`src/design/abe_pkg.sv`:
```
// ---------------------------------------------------------------------------
// abe_pkg: shared codes and types for the array BST engine
// Operation and status codes, datapath select codes, and the
// command/status structs between controller and datapath.
// ---------------------------------------------------------------------------
`default_nettype none

package abe_pkg;

  localparam logic [2:0] OP_CLEAR  = 3'd0;
  localparam logic [2:0] OP_INSERT = 3'd1;
  localparam logic [2:0] OP_PRE    = 3'd2;
  localparam logic [2:0] OP_IN     = 3'd3;
  localparam logic [2:0] OP_POST   = 3'd4;
  localparam logic [2:0] OP_LEVEL  = 3'd5;
  localparam logic [2:0] OP_CMPL   = 3'd6;

  localparam logic [2:0] ST_KEY     = 3'd0;
  localparam logic [2:0] ST_STORED  = 3'd1;
  localparam logic [2:0] ST_DROPPED = 3'd2;
  localparam logic [2:0] ST_EMPTY   = 3'd3;
  localparam logic [2:0] ST_CMPL    = 3'd4;
  localparam logic [2:0] ST_CLEARED = 3'd5;

  // cursor load selects
  localparam logic [2:0] CUR_HOLD  = 3'd0;
  localparam logic [2:0] CUR_ZERO  = 3'd1;
  localparam logic [2:0] CUR_SRD   = 3'd2;
  localparam logic [2:0] CUR_QRD   = 3'd3;
  localparam logic [2:0] CUR_LEFT  = 3'd4;
  localparam logic [2:0] CUR_RIGHT = 3'd5;
  localparam logic [2:0] CUR_CHILD = 3'd6;

  // push data selects
  localparam logic [1:0] PSH_CUR   = 2'd0;
  localparam logic [1:0] PSH_LEFT  = 2'd1;
  localparam logic [1:0] PSH_RIGHT = 2'd2;

  localparam int IN_TDATA_W  = 40;
  localparam int OUT_TDATA_W = 40;

  typedef struct packed {
    logic       accept;
    logic       clear_used;
    logic       key_wr_root;
    logic       key_wr_child;
    logic [2:0] cur_sel;
    logic       s_push;
    logic       s_pop;
    logic [1:0] s_sel;
    logic       q_push;
    logic       q_pop_tail;
    logic       q_pop_head;
    logic [1:0] q_sel;
    logic       q_rd_head;
    logic       clr_ptrs;
    logic       emit;
    logic [2:0] emit_status;
    logic       emit_key;
    logic       emit_last;
  } abe_cmd_t;

  typedef struct packed {
    logic can_emit;
    logic key_marker;
    logic root_used;
    logic cur_used;
    logic left_used;
    logic right_used;
    logic sp_zero;
    logic qp_zero;
    logic head_at_tail;
    logic child_oob;
    logic child_used;
  } abe_sts_t;

endpackage

`default_nettype wire

```
`src/design/abe_datapath.sv`:
```
// ---------------------------------------------------------------------------
// abe_datapath: storage, pointers and result register
// Key store, stack and queue memories, valid bits, cursor and
// the registered output stage.
// ---------------------------------------------------------------------------
`default_nettype none

module abe_datapath
  import abe_pkg::*;
#(
  parameter int NODE_SLOTS = 63,
  parameter int KEY_BITS   = 32
) (
  input  wire logic                   clk,
  input  wire logic                   rst_n,
  input  wire logic [IN_TDATA_W-1:0]  in_tdata,
  input  wire abe_cmd_t               cmd,
  output abe_sts_t                    sts,
  output logic                        out_tvalid,
  input  wire logic                   out_tready,
  output logic [OUT_TDATA_W-1:0]      out_tdata,
  output logic                        out_tlast
);

  localparam int IW = (NODE_SLOTS > 1) ? $clog2(NODE_SLOTS) : 1;
  localparam int CW = IW + 2;
  localparam int PW = $clog2(NODE_SLOTS + 1);

  logic [KEY_BITS-1:0] key_mem [NODE_SLOTS];
  logic [IW-1:0]       stk_mem [NODE_SLOTS];
  logic [IW-1:0]       que_mem [NODE_SLOTS];

  logic [CW-1:0]         cur_r, cur_nxt;
  logic [KEY_BITS-1:0]   key_r;
  logic [PW-1:0]         sp_r, sp_nxt, qp_r, qp_nxt, head_r, head_nxt;
  logic [NODE_SLOTS-1:0] used_r, used_nxt;
  logic [IW-1:0]         srd_r, qrd_r;
  logic [KEY_BITS-1:0]   krd_r;
  logic                  out_valid_r;
  logic [2:0]            out_status_r;
  logic [31:0]           out_key_r;
  logic                  out_cmpl_r, out_last_r;

  logic [CW-1:0]       left, right, child;
  logic                less, complete;
  logic [KEY_BITS-1:0] key_in, kw_data;
  logic [63:0]         kx, ox;
  logic [PW-1:0]       spm1, qpm1, q_rd_addr;
  logic [IW-1:0]       s_wd, q_wd, kw_addr;

  function automatic logic used_at(input logic [CW-1:0] x,
                                   input logic [NODE_SLOTS-1:0] u);
    logic r;
    r = 1'b0;
    if (x < CW'(NODE_SLOTS)) r = u[x[IW-1:0]];
    return r;
  endfunction

  function automatic logic [IW-1:0] psh_data(input logic [1:0] sel, input logic [CW-1:0] c,
                                             input logic [CW-1:0] l, input logic [CW-1:0] r);
    logic [IW-1:0] d;
    case (sel)
      PSH_LEFT:  d = l[IW-1:0];
      PSH_RIGHT: d = r[IW-1:0];
      default:   d = c[IW-1:0];
    endcase
    return d;
  endfunction

  assign kx       = 64'($signed(in_tdata[34:3]));
  assign key_in   = kx[KEY_BITS-1:0];
  assign left     = (cur_r << 1) + CW'(1);
  assign right    = (cur_r << 1) + CW'(2);
  assign less     = $signed(key_r) < $signed(krd_r);
  assign child    = less ? left : right;
  assign complete = used_r[0] && (((used_r + NODE_SLOTS'(1)) & used_r) == '0);
  assign spm1     = sp_r - PW'(1);
  assign qpm1     = qp_r - PW'(1);
  assign q_rd_addr = cmd.q_rd_head ? head_r : qpm1;
  assign s_wd     = psh_data(cmd.s_sel, cur_r, left, right);
  assign q_wd     = psh_data(cmd.q_sel, cur_r, left, right);
  assign kw_data  = cmd.key_wr_root ? key_in : key_r;
  assign kw_addr  = cmd.key_wr_root ? '0 : child[IW-1:0];
  assign ox       = 64'($signed(krd_r));

  always_comb begin
    sts.can_emit     = !out_valid_r || out_tready;
    sts.key_marker   = (key_in == '1);
    sts.root_used    = used_r[0];
    sts.cur_used     = used_at(cur_r, used_r);
    sts.left_used    = used_at(left, used_r);
    sts.right_used   = used_at(right, used_r);
    sts.sp_zero      = (sp_r == '0);
    sts.qp_zero      = (qp_r == '0);
    sts.head_at_tail = (head_r == qp_r);
    sts.child_oob    = (child >= CW'(NODE_SLOTS));
    sts.child_used   = used_at(child, used_r);
  end

  always_comb begin
    case (cmd.cur_sel)
      CUR_ZERO:  cur_nxt = '0;
      CUR_SRD:   cur_nxt = CW'(srd_r);
      CUR_QRD:   cur_nxt = CW'(qrd_r);
      CUR_LEFT:  cur_nxt = left;
      CUR_RIGHT: cur_nxt = right;
      CUR_CHILD: cur_nxt = child;
      default:   cur_nxt = cur_r;
    endcase
    sp_nxt = sp_r;
    if (cmd.clr_ptrs)    sp_nxt = '0;
    else if (cmd.s_push) sp_nxt = sp_r + PW'(1);
    else if (cmd.s_pop)  sp_nxt = spm1;
    qp_nxt = qp_r;
    if (cmd.clr_ptrs)        qp_nxt = '0;
    else if (cmd.q_push)     qp_nxt = qp_r + PW'(1);
    else if (cmd.q_pop_tail) qp_nxt = qpm1;
    head_nxt = head_r;
    if (cmd.clr_ptrs)        head_nxt = '0;
    else if (cmd.q_pop_head) head_nxt = head_r + PW'(1);
    used_nxt = used_r;
    if (cmd.clear_used)        used_nxt = '0;
    else if (cmd.key_wr_root)  used_nxt[0] = 1'b1;
    else if (cmd.key_wr_child) used_nxt[child[IW-1:0]] = 1'b1;
  end

  always_ff @(posedge clk) begin
    if (!rst_n) begin
      used_r      <= '0;
      sp_r        <= '0;
      qp_r        <= '0;
      head_r      <= '0;
      out_valid_r <= 1'b0;
    end else begin
      used_r <= used_nxt;
      sp_r   <= sp_nxt;
      qp_r   <= qp_nxt;
      head_r <= head_nxt;
      if (cmd.emit)        out_valid_r <= 1'b1;
      else if (out_tready) out_valid_r <= 1'b0;
    end
  end

  always_ff @(posedge clk) begin
    cur_r <= cur_nxt;
    if (cmd.accept) key_r <= key_in;
    if (cmd.emit) begin
      out_status_r <= cmd.emit_status;
      out_key_r    <= cmd.emit_key ? ox[31:0] : 32'd0;
      out_cmpl_r   <= (cmd.emit_status == ST_CMPL) && complete;
      out_last_r   <= cmd.emit_last;
    end
  end

  // memories: one write, one registered read each
  always_ff @(posedge clk) begin
    if (cmd.key_wr_root || cmd.key_wr_child) key_mem[kw_addr] <= kw_data;
    krd_r <= key_mem[cur_r[IW-1:0]];
  end

  always_ff @(posedge clk) begin
    if (cmd.s_push) stk_mem[sp_r[IW-1:0]] <= s_wd;
    srd_r <= stk_mem[spm1[IW-1:0]];
  end

  always_ff @(posedge clk) begin
    if (cmd.q_push) que_mem[qp_r[IW-1:0]] <= q_wd;
    qrd_r <= que_mem[q_rd_addr[IW-1:0]];
  end

  assign out_tvalid = out_valid_r;
  assign out_tlast  = out_last_r;
  assign out_tdata  = {4'd0, out_cmpl_r, out_key_r, out_status_r};

endmodule

`default_nettype wire

```
`src/design/abe_ctrl.sv`:
```
// ---------------------------------------------------------------------------
// abe_ctrl: operation sequencer
// Steps clear, insert, traversal and completeness requests over the datapath.
// ---------------------------------------------------------------------------
`default_nettype none

module abe_ctrl
  import abe_pkg::*;
(
  input  wire logic     clk,
  input  wire logic     rst_n,
  input  wire logic     in_tvalid,
  output logic          in_tready,
  input  wire logic [2:0] in_op,
  input  wire abe_sts_t sts,
  output abe_cmd_t      cmd
);

  localparam logic [3:0] S_IDLE    = 4'd0;
  localparam logic [3:0] S_ONE     = 4'd1;
  localparam logic [3:0] S_INS_RD  = 4'd2;
  localparam logic [3:0] S_INS_CMP = 4'd3;
  localparam logic [3:0] S_T_KEY   = 4'd4;
  localparam logic [3:0] S_T_EMIT  = 4'd5;
  localparam logic [3:0] S_T_PUSH2 = 4'd6;
  localparam logic [3:0] S_T_POP   = 4'd7;
  localparam logic [3:0] S_T_CUR   = 4'd8;
  localparam logic [3:0] S_IN_DESC = 4'd9;
  localparam logic [3:0] S_PO_REC  = 4'd10;
  localparam logic [3:0] S_PO_PSHR = 4'd11;
  localparam logic [3:0] S_PO_POP  = 4'd12;
  localparam logic [3:0] S_PO_CUR  = 4'd13;
  localparam logic [3:0] S_PO_OUT  = 4'd14;

  logic [3:0] state_r, state_nxt;
  logic [2:0] op_r, op_nxt;
  logic [2:0] resp_r, resp_nxt;
  logic       lst;

  assign in_tready = (state_r == S_IDLE);

  always_comb begin
    cmd       = '0;
    state_nxt = state_r;
    op_nxt    = op_r;
    resp_nxt  = resp_r;
    lst       = 1'b0;
    unique case (state_r)
      S_IDLE: begin
        if (in_tvalid) begin
          cmd.accept = 1'b1;
          op_nxt     = in_op;
          unique case (in_op) inside
            OP_CLEAR: begin
              cmd.clear_used = 1'b1;
              resp_nxt       = ST_CLEARED;
              state_nxt      = S_ONE;
            end
            OP_INSERT: begin
              if (sts.key_marker) begin
                resp_nxt  = ST_DROPPED;
                state_nxt = S_ONE;
              end else if (!sts.root_used) begin
                cmd.key_wr_root = 1'b1;
                resp_nxt        = ST_STORED;
                state_nxt       = S_ONE;
              end else begin
                cmd.cur_sel = CUR_ZERO;
                state_nxt   = S_INS_RD;
              end
            end
            OP_PRE, OP_IN, OP_POST, OP_LEVEL: begin
              if (!sts.root_used) begin
                resp_nxt  = ST_EMPTY;
                state_nxt = S_ONE;
              end else begin
                cmd.cur_sel  = CUR_ZERO;
                cmd.clr_ptrs = 1'b1;
                if (in_op == OP_IN)        state_nxt = S_IN_DESC;
                else if (in_op == OP_POST) state_nxt = S_PO_REC;
                else                       state_nxt = S_T_KEY;
              end
            end
            OP_CMPL: begin
              resp_nxt  = ST_CMPL;
              state_nxt = S_ONE;
            end
            default: state_nxt = S_IDLE;
          endcase
        end
      end
      S_ONE: begin
        if (sts.can_emit) begin
          cmd.emit        = 1'b1;
          cmd.emit_status = resp_r;
          cmd.emit_last   = 1'b1;
          state_nxt       = S_IDLE;
        end
      end
      S_INS_RD: state_nxt = S_INS_CMP;
      S_INS_CMP: begin
        if (sts.child_oob) begin
          resp_nxt  = ST_DROPPED;
          state_nxt = S_ONE;
        end else if (!sts.child_used) begin
          cmd.key_wr_child = 1'b1;
          resp_nxt         = ST_STORED;
          state_nxt        = S_ONE;
        end else begin
          cmd.cur_sel = CUR_CHILD;
          state_nxt   = S_INS_RD;
        end
      end
      S_T_KEY: state_nxt = S_T_EMIT;
      S_T_EMIT: begin
        if (sts.can_emit) begin
          cmd.emit        = 1'b1;
          cmd.emit_status = ST_KEY;
          cmd.emit_key    = 1'b1;
          case (op_r)
            OP_PRE: begin
              lst        = sts.sp_zero && !sts.left_used && !sts.right_used;
              cmd.s_push = !lst && sts.right_used;
              cmd.s_sel  = PSH_RIGHT;
              state_nxt  = lst ? S_IDLE : S_T_PUSH2;
            end
            OP_LEVEL: begin
              lst        = sts.head_at_tail && !sts.left_used && !sts.right_used;
              cmd.q_push = !lst && sts.left_used;
              cmd.q_sel  = PSH_LEFT;
              state_nxt  = lst ? S_IDLE : S_T_PUSH2;
            end
            OP_IN: begin
              lst         = sts.sp_zero && !sts.right_used;
              cmd.cur_sel = CUR_RIGHT;
              state_nxt   = lst ? S_IDLE : S_IN_DESC;
            end
            default: begin
              lst       = sts.qp_zero;
              state_nxt = lst ? S_IDLE : S_PO_OUT;
            end
          endcase
          cmd.emit_last = lst;
        end
      end
      S_T_PUSH2: begin
        if (op_r == OP_PRE) begin
          cmd.s_push = sts.left_used;
          cmd.s_sel  = PSH_LEFT;
        end else begin
          cmd.q_push = sts.right_used;
          cmd.q_sel  = PSH_RIGHT;
        end
        state_nxt = S_T_POP;
      end
      S_T_POP: begin
        if (op_r == OP_PRE) begin
          cmd.s_pop = 1'b1;
        end else begin
          cmd.q_pop_head = 1'b1;
          cmd.q_rd_head  = 1'b1;
        end
        state_nxt = S_T_CUR;
      end
      S_T_CUR: begin
        cmd.cur_sel = (op_r == OP_PRE || op_r == OP_IN) ? CUR_SRD : CUR_QRD;
        state_nxt   = S_T_KEY;
      end
      S_IN_DESC: begin
        if (sts.cur_used) begin
          cmd.s_push  = 1'b1;
          cmd.s_sel   = PSH_CUR;
          cmd.cur_sel = CUR_LEFT;
        end else begin
          cmd.s_pop = 1'b1;
          state_nxt = S_T_CUR;
        end
      end
      S_PO_REC: begin
        cmd.q_push = 1'b1;
        cmd.q_sel  = PSH_CUR;
        cmd.s_push = sts.left_used;
        cmd.s_sel  = PSH_LEFT;
        state_nxt  = S_PO_PSHR;
      end
      S_PO_PSHR: begin
        cmd.s_push = sts.right_used;
        cmd.s_sel  = PSH_RIGHT;
        state_nxt  = S_PO_POP;
      end
      S_PO_POP: begin
        if (!sts.sp_zero) begin
          cmd.s_pop = 1'b1;
          state_nxt = S_PO_CUR;
        end else begin
          state_nxt = S_PO_OUT;
        end
      end
      S_PO_CUR: begin
        cmd.cur_sel = CUR_SRD;
        state_nxt   = S_PO_REC;
      end
      S_PO_OUT: begin
        cmd.q_pop_tail = 1'b1;
        state_nxt      = S_T_CUR;
      end
      default: state_nxt = S_IDLE;
    endcase
  end

  always_ff @(posedge clk) begin
    if (!rst_n) begin
      state_r <= S_IDLE;
    end else begin
      state_r <= state_nxt;
    end
  end

  always_ff @(posedge clk) begin
    op_r   <= op_nxt;
    resp_r <= resp_nxt;
  end

endmodule

`default_nettype wire

```
`src/design/array_bst_engine_top.sv`:
```
// Array BST engine: clear, insert, four traversals and a completeness query.
// Clear, query and empty-tree requests pass from idle to a single response
// state; insert reads and compares each tree level walked. Traversals emit keys
// in pre, in and level order directly; postorder replays a recorded queue in reverse.
// One request in flight at a time. Synchronous active-low reset empties the
// tree (valid bits are flops, no sweep) and drops any pending result.
`default_nettype none

module array_bst_engine_top
  import abe_pkg::*;
#(
  parameter int NODE_SLOTS = 63,
  parameter int KEY_BITS   = 32
) (
  input  wire logic                   clk,
  input  wire logic                   rst_n,
  input  wire logic                   in_tvalid,
  output logic                        in_tready,
  input  wire logic [IN_TDATA_W-1:0]  in_tdata,   // [2:0] op, [34:3] key, rest zero
  output logic                        out_tvalid,
  input  wire logic                   out_tready,
  output logic [OUT_TDATA_W-1:0]      out_tdata,  // [2:0] status, [34:3] out_key,
                                                  // [35] is_complete, rest zero
  output logic                        out_tlast
);

  abe_cmd_t cmd;
  abe_sts_t sts;

  // controller: walks and traversal sequencing
  abe_ctrl u_ctrl (
    .clk       (clk),
    .rst_n     (rst_n),
    .in_tvalid (in_tvalid),
    .in_tready (in_tready),
    .in_op     (in_tdata[2:0]),
    .sts       (sts),
    .cmd       (cmd)
  );

  // datapath: key store, stack, queue and the result register
  abe_datapath #(
    .NODE_SLOTS (NODE_SLOTS),
    .KEY_BITS   (KEY_BITS)
  ) u_dp (
    .clk        (clk),
    .rst_n      (rst_n),
    .in_tdata   (in_tdata),
    .cmd        (cmd),
    .sts        (sts),
    .out_tvalid (out_tvalid),
    .out_tready (out_tready),
    .out_tdata  (out_tdata),
    .out_tlast  (out_tlast)
  );

endmodule

`default_nettype wire

```
`config.mk`:
```
export PLATFORM = sky130hd
export DESIGN_NAME = array_bst_engine_top
export DESIGN_NICKNAME = d
export VERILOG_FILES = /design/src/design/abe_pkg.sv /design/src/design/abe_datapath.sv /design/src/design/abe_ctrl.sv /design/src/design/array_bst_engine_top.sv
export SDC_FILE = /design/constraint.sdc
export NUM_CORES = 2
export LEC_CHECK = 0
export BUFFER_PORTS_ARGS = -buffer_cell sky130_fd_sc_hd__buf_2
export CAP_MARGIN = 20
export CORE_MARGIN = 2
export CORE_UTILIZATION = 40
export CTS_CLUSTER_DIAMETER = 120
export CTS_CLUSTER_SIZE = 14
export DETAILED_ROUTE_END_ITERATION = 6
export RECOVER_POWER = 25
export SLEW_MARGIN = 30
export SYNTH_ARGS = -nofsm -noshare
export SYNTH_HDL_FRONTEND = slang
export SYNTH_SLANG_ARGS = --single-unit
```
`constraint.sdc`:
```
create_clock -name clk -period 8.35 [get_ports clk]
set_input_delay 1.67 -clock clk [delete_from_list [all_inputs] [get_ports clk]]
set_output_delay 1.67 -clock clk [all_outputs]
set_load 0.005 [all_outputs]
```
### Word-level counts from Yosys, hierarchy flattened

Memories as Yosys holds them, arrays and structs flattened. A register that Yosys moved wholly into a read port is not among the register bits.
Cells that the tools add are included.

* eq/ne operators: 44
* $add $sub $neg: 8
* $lt $le $gt $ge: 11
* reductions and logical operators: 38
* bitwise logic cells: 4
* muxes and demuxes: 113

Operators by type and width (count)
* adder 63 x 1 -> 63 bit, second input constant: 1
* bitwise AND 63 bit: 1
* zero test 63 bit: 1
* OR 63 bit: 1
* 2-to-1 mux 4 bit: 14
* case mux 4 bit (14 select lines): 1
* case mux 8 bit (6 select lines): 1
* 2-to-1 mux 1 bit: 45
* 2-to-1 mux 3 bit: 15
* 2-to-1 mux 6 bit: 7
* == test 32 bit, second input constant: 1
* < comparator 32 bit: 1
* < comparator 8 x 6 -> 1 bit, second input constant: 4
* 2-to-1 mux 32 bit: 1
* == test 4 bit, second input constant: 7
* < comparator 6 x 7 -> 1 bit, second input constant: 4
* binary-select mux 1 bit (select 6 bit): 4
* == test 3 bit, second input constant: 8
* case mux 4 bit (3 select lines): 2
* case mux 6 bit (2 select lines): 2
* adder 6 x 1 -> 6 bit, second input constant: 3
* == test 3 x 2 -> 1 bit, second input constant: 6
* case mux 3 bit (6 select lines): 1
* == test 4 x 3 -> 1 bit, second input constant: 4
* 40 further kinds: 83

* bits in registers: 169
* bits in writable memories: 2772
* logic and storage cells: 236
* output and inout bits: 43
* input bits: 44
* memories: 3

Memory list
* u_dp.key_mem: words 63, width 32, rd ports 1, clocked after Yosys merged registers in 1, write ports 1, line abe_datapath.sv:29 `logic [KEY_BITS-1:0] key_mem [NODE_SLOTS];`
* u_dp.que_mem: words 63, width 6, rd ports 1, clocked after Yosys merged registers in 1, write ports 1, line abe_datapath.sv:31 `logic [IW-1:0] que_mem [NODE_SLOTS];`
* u_dp.stk_mem: words 63, width 6, rd ports 1, clocked after Yosys merged registers in 1, write ports 1, line abe_datapath.sv:30 `logic [IW-1:0] stk_mem [NODE_SLOTS];`

### Depth between registers and ports, before layout

* depth in word-level cells: 14
* mapped depth: 25
* mapped depth without buffers: 17

### Cells and area by module

A second synthesis with hierarchy kept.

* cell total of the unflattened synthesis: 5596
* area, all modules: 118195.9 um^2

Modules (own cells, without submodules)
* abe_datapath: instances 1, area an instance 116958.4 um^2, cells each 5429, seq. area each 88074.5 um^2
* abe_ctrl: instances 1, area an instance 1237.4 um^2, cells each 167, seq. area each 260.2 um^2

### Worst setup path before layout

No wires, ideal clock.

* path kind: register to register
* from: reg u_dp.key_r[31]
* to: mem u_dp.key_mem[3][0] (enable)
* required time: 7837 ps
* period minus slack after synthesis: 8186 ps
* slack: 164 ps
* path buffers: 8
* library setup time: 513 ps
* arrival: 7673 ps
* stages on the path, launching flop included: 23
* path through: edfxtp_1 -> ha_1 -> buf_2 -> nand4_2 -> or4_1 -> clkinv_1 -> o31a_1 -> buf_6 -> o31a_1 -> buf_6 -> inv_4 -> buf_8 -> buf_6 -> ha_1 -> clkbuf_1 -> clkbuf_1 -> inv_1 -> o41ai_1 -> a2111oi_4 -> nand4_4 -> nand2_1 -> buf_2 -> nor4b_1

* word-level cells in the longest chain between the ends: 11
* elaborated cells between the ends (all ways): 14
* those cells by class: 3 x order compare; 10 x mux; 1 x reduce/logical

Ends and longest elaborated chain
* start: declaration: line abe_datapath.sv:34 `logic [KEY_BITS-1:0] key_r;`
* start signal: assignment: line abe_datapath.sv:146 `if (cmd.accept) key_r <= key_in;`
* < comparator 32 bit *: line abe_datapath.sv:74 `assign less = $signed(key_r) < $signed(krd_r);`
* 2-to-1 mux 8 bit *: line abe_datapath.sv:75 `assign child = less ? left : right;`
* binary-select mux 1 bit (select 6 bit): line abe_datapath.sv:55 `if (x < CW'(NODE_SLOTS)) r = u[x[IW-1:0]];`
* 2-to-1 mux 1 bit (implied by the code): line abe_datapath.sv:55
* 2-to-1 mux 1 bit: line abe_datapath.sv:55
* 2-to-1 mux 1 bit: line abe_ctrl.sv:105 `end else if (!sts.child_used) begin`
* 2-to-1 mux 4 bit: line abe_ctrl.sv:102 `if (sts.child_oob) begin`
* 2-to-1 mux 1 bit: line abe_ctrl.sv:48 `unique case (state_r)`
* logical OR 1 bit: line abe_datapath.sv:157 `if (cmd.key_wr_root || cmd.key_wr_child) key_mem[kw_addr] <= kw_data;`
* 2-to-1 mux 1 bit: line abe_datapath.sv:157
* 2-to-1 mux 1 bit (implied by the code): line abe_datapath.sv:157
* end: declaration: line abe_datapath.sv:29

Mark *: on every way between the ends. The rest lies on a longest branch, timed or not. The select of a mux whose other input is x is not followed.

### Final worst setup path

* from: in out_tready
* to: mem u_dp.stk_mem[37][0] (netlist bit), data pin

* word-level cells in the longest chain between the ends: 5
* elaborated cells between the ends (all ways): 6
* those cells by class: 2 x eq/ne; 3 x mux; 1 x reduce/logical

Ends and longest elaborated chain
* start: declaration: line array_bst_engine_top.sv:21 `input wire logic out_tready,`
* logical OR 1 bit *: line abe_datapath.sv:87 `sts.can_emit = !out_valid_r || out_tready;`
* 2-to-1 mux 3 bit *: line abe_ctrl.sv:116 `if (sts.can_emit) begin`
* case mux 2 bit (4 select lines) *: line abe_ctrl.sv:48
* == test 2 bit or == test 2 x 1 -> 1 bit (tied branches): line abe_datapath.sv:62 `case (sel)`
* case mux 6 bit (2 select lines) *: line abe_datapath.sv:62
* via u_dp.s_wd[0]: line abe_datapath.sv:49 `logic [IW-1:0] s_wd, q_wd, kw_addr;`
* end: declaration: line abe_datapath.sv:30

The timed path passes the listed nets; every way through them passes the cells marked *.

==> metrics <==
status finished, violations left; violated checks capacitance limit, slew limit; final std cells w/o fill 10331; dominant synthesized flop cell edfxtp_1; crit path launch type primary input; synth warn 0; number of global-route vias before repair 61272; type of the most critical hold path reg2reg; Buffers on Ports 77; crit end category register; Crit-path slowest cell clkbuf_1; Crit Path Class in2reg; first-pass GRT wire length 443 mm; Core Area 0.297 mm²; Final Cell Area 0.132 mm²; via count 60836; Overflow after GRT 0; H-tree levels 4; fraction of layout cells with a size suffix above 1 0.210; Root Buffer clkbuf_16; Fin Clk Skew 0.111 ns; # placed instances 9954; most common cell in the netlist edfxtp_1; post-synthesis register bit count 2985; achievable clock frequency 0.137 GHz; CP Cell Sequence buf_2 -> nor2b_1 -> clkbuf_1 -> o41ai_1 -> nand2_1 -> ha_1 -> mux2_2 -> clkbuf_1; Post-synth ARST share 0; cells after synthesis 6162; register area share after synthesis 0.739; CTS Hold Bufs 0; Routability Congestion 0.923; DRT Pass-1 Iters 5; largest net degree at the start of global routing 170; postcts setup bufs 0; P_leak 40.4 nW; fin nets 6345; PwrDens 213 mW/mm²; WL/cell 29.9 µm; synth top area cells edfxtp_1 (72%), mux4_2 (15%), dfxtp_1 (2.2%); Post-synth top cells edfxtp_1 (2855), mux4_2 (778), nand2_1 (361), clkbuf_1 (290), nor2_1 (272); final setup violating endpoints 0; CTS tree built; Final Hold Vio Count 0; Synth top area share 0.717; ANT nets after route 0; CP max FO 63; critical path required time 8.58 ns; Die Ht 551 µm; P&R area growth vs syn 10.2%; Resize count post-CTS 0; MaxCap Viol Count 33; Most Frequent Cell on Critical Path clkbuf_1; Post-Syn Area 0.120 mm²; CP peak stage delay 2.11 ns; Sum Neg Setup Slack 0 ns; clock buffer depth 4; Worst-Margin Slew 3.85 ns; CP delay by family, top buffers and inverters; leading area contributor after synthesis edfxtp_1; crit path time final 7.28 ns; VDD IR max 0.000145 V; Die ar. 0.303 mm²; period utilization 0.871; CTS clk-pin slew, worst paths 0.08 ns; max_slew headroom -1.57; synth unique cells 92; Routed WL 309 mm; Die Wd 551 µm; io pins 87; Post-synth EDFFs 2855; max-slew violation count 1891; placed wire-length estimate 177 mm; Clock Latency Late Sink 0.93 ns; initial antenna violation count 40; DRC violations left 0; Starting Density 0.403; num rows 200; Critical Path AT 7.50 ns; Via-to-Cell Ratio 5.89; DRT iter0 DRCs 7658; Num CTS Buffers 239; Buf+Inv Stages, Crit Path 3; Post-Place Cell Area 0.125 mm²; synthesized area per cell 19.4 µm²; GRT Total Usage 0.202; RSZ-0062 raised after global routing no; Sinks on Clock Net 2985
## worst paths after layout
path	start	end	slack [ns]	cells past startpoint
max	out_tready	u_dp.stk_mem[37][0]	1.07	8
min	u_dp.used_r[42]	u_dp.used_r[42]	0.53	2
max reg2reg	u_dp.key_r[19]	u_dp.key_mem[46][22]	1.46	18
min reg2reg	u_dp.used_r[42]	u_dp.used_r[42]	0.53	2
## layout make-up
cell class | count | area [µm²]
Tap cell | 3939 | 4930
Multi-Input combinational cell | 2709 | 30000
Clock inverter | 5 | 70.1
Inverter | 75 | 294
Timing Repair Buffer | 249 | 1710
Antenna cell | 18 | 45.0
Sequential cell | 2985 | 88300
Fill cell | 25087 | 165000
Clock buffer | 351 | 6460
## placed cells by master (no fill, tap or decap), types with 92 or more instances in the layout
| cell type | count |
|---|---|
| mux4_2 | 778 |
| dfxtp_1 | 129 |
| o21ai_0 | 92 |
| a21oi_1 | 117 |
| a211oi_1 | 158 |
| mux2i_1 | 123 |
| nor2_1 | 261 |
| edfxtp_1 | 2855 |
| clkbuf_1 | 190 |
| nand2_1 | 359 |
| buf_4 | 144 |
| clkbuf_16 | 242 |
## stage by stage
stage          total power, mW  utilization  worst slack [ns]  hold slack (ns)
6_report                  28.1        0.444              1.07            0.532
3_5_place_dp              18.1        0.422              1.24            0.516
2_1_floorplan             17.6            -             0.164            0.469
3_3_place_gp              18.1        0.422              1.35            0.502
5_1_grt                   28.9        0.444             0.744            0.557
4_1_cts                   28.3        0.444              1.50            0.527
## tightest hold or removal path: cells and delay by family (launching register included)
family / cells / cell delay, ns
flops: 1 / 0.34
buf+inv: 1 / 0.08
compound gates: 1 / 0.06
## layer usage
layer,routed length [µm],part of all wire,track usage,vias to the layer above
met4,9790,0.032,0.0706,4
met3,23500,0.076,0.0318,405
li1,-,-,-,25409
met5,21,0.000068,0,-
met1,129000,0.42,0.287,32581
met2,146000,0.47,0.316,2437
## state kept, by name, indices dropped and copies added, names as in the netlist, 6 cells and up
name            cells
u_dp.cur_r          8
u_dp.out_key_r     32
u_dp.que_mem      378
u_dp.qp_r           6
u_dp.key_r         32
u_dp.qrd_r          6
u_dp.sp_r           6
u_dp.head_r         6
u_dp.srd_r          6
u_dp.used_r        63
u_dp.key_mem     2016
u_dp.krd_r         32
u_dp.stk_mem      378
## power by group
group,total (mW),switching (mW),internal (mW),leakage [nW]
Clock,10.3,5.00,5.28,3.14
Combinational,1.10,0.855,0.247,10.5
Sequential,16.7,0.0342,16.7,26.8
## logic make-up after synthesis
logic type | share of synthesized area
AOI/OAI and AO/OA | 0.0367
buffers and inverters | 0.0158
other | 0.0000314
muxes | 0.162
adders and majority gates | 0.00440
DFF | 0.739
and+or+nand+nor | 0.0401
xor gates and xnor gates | 0.00256
(Power assumes the default switching activity.)
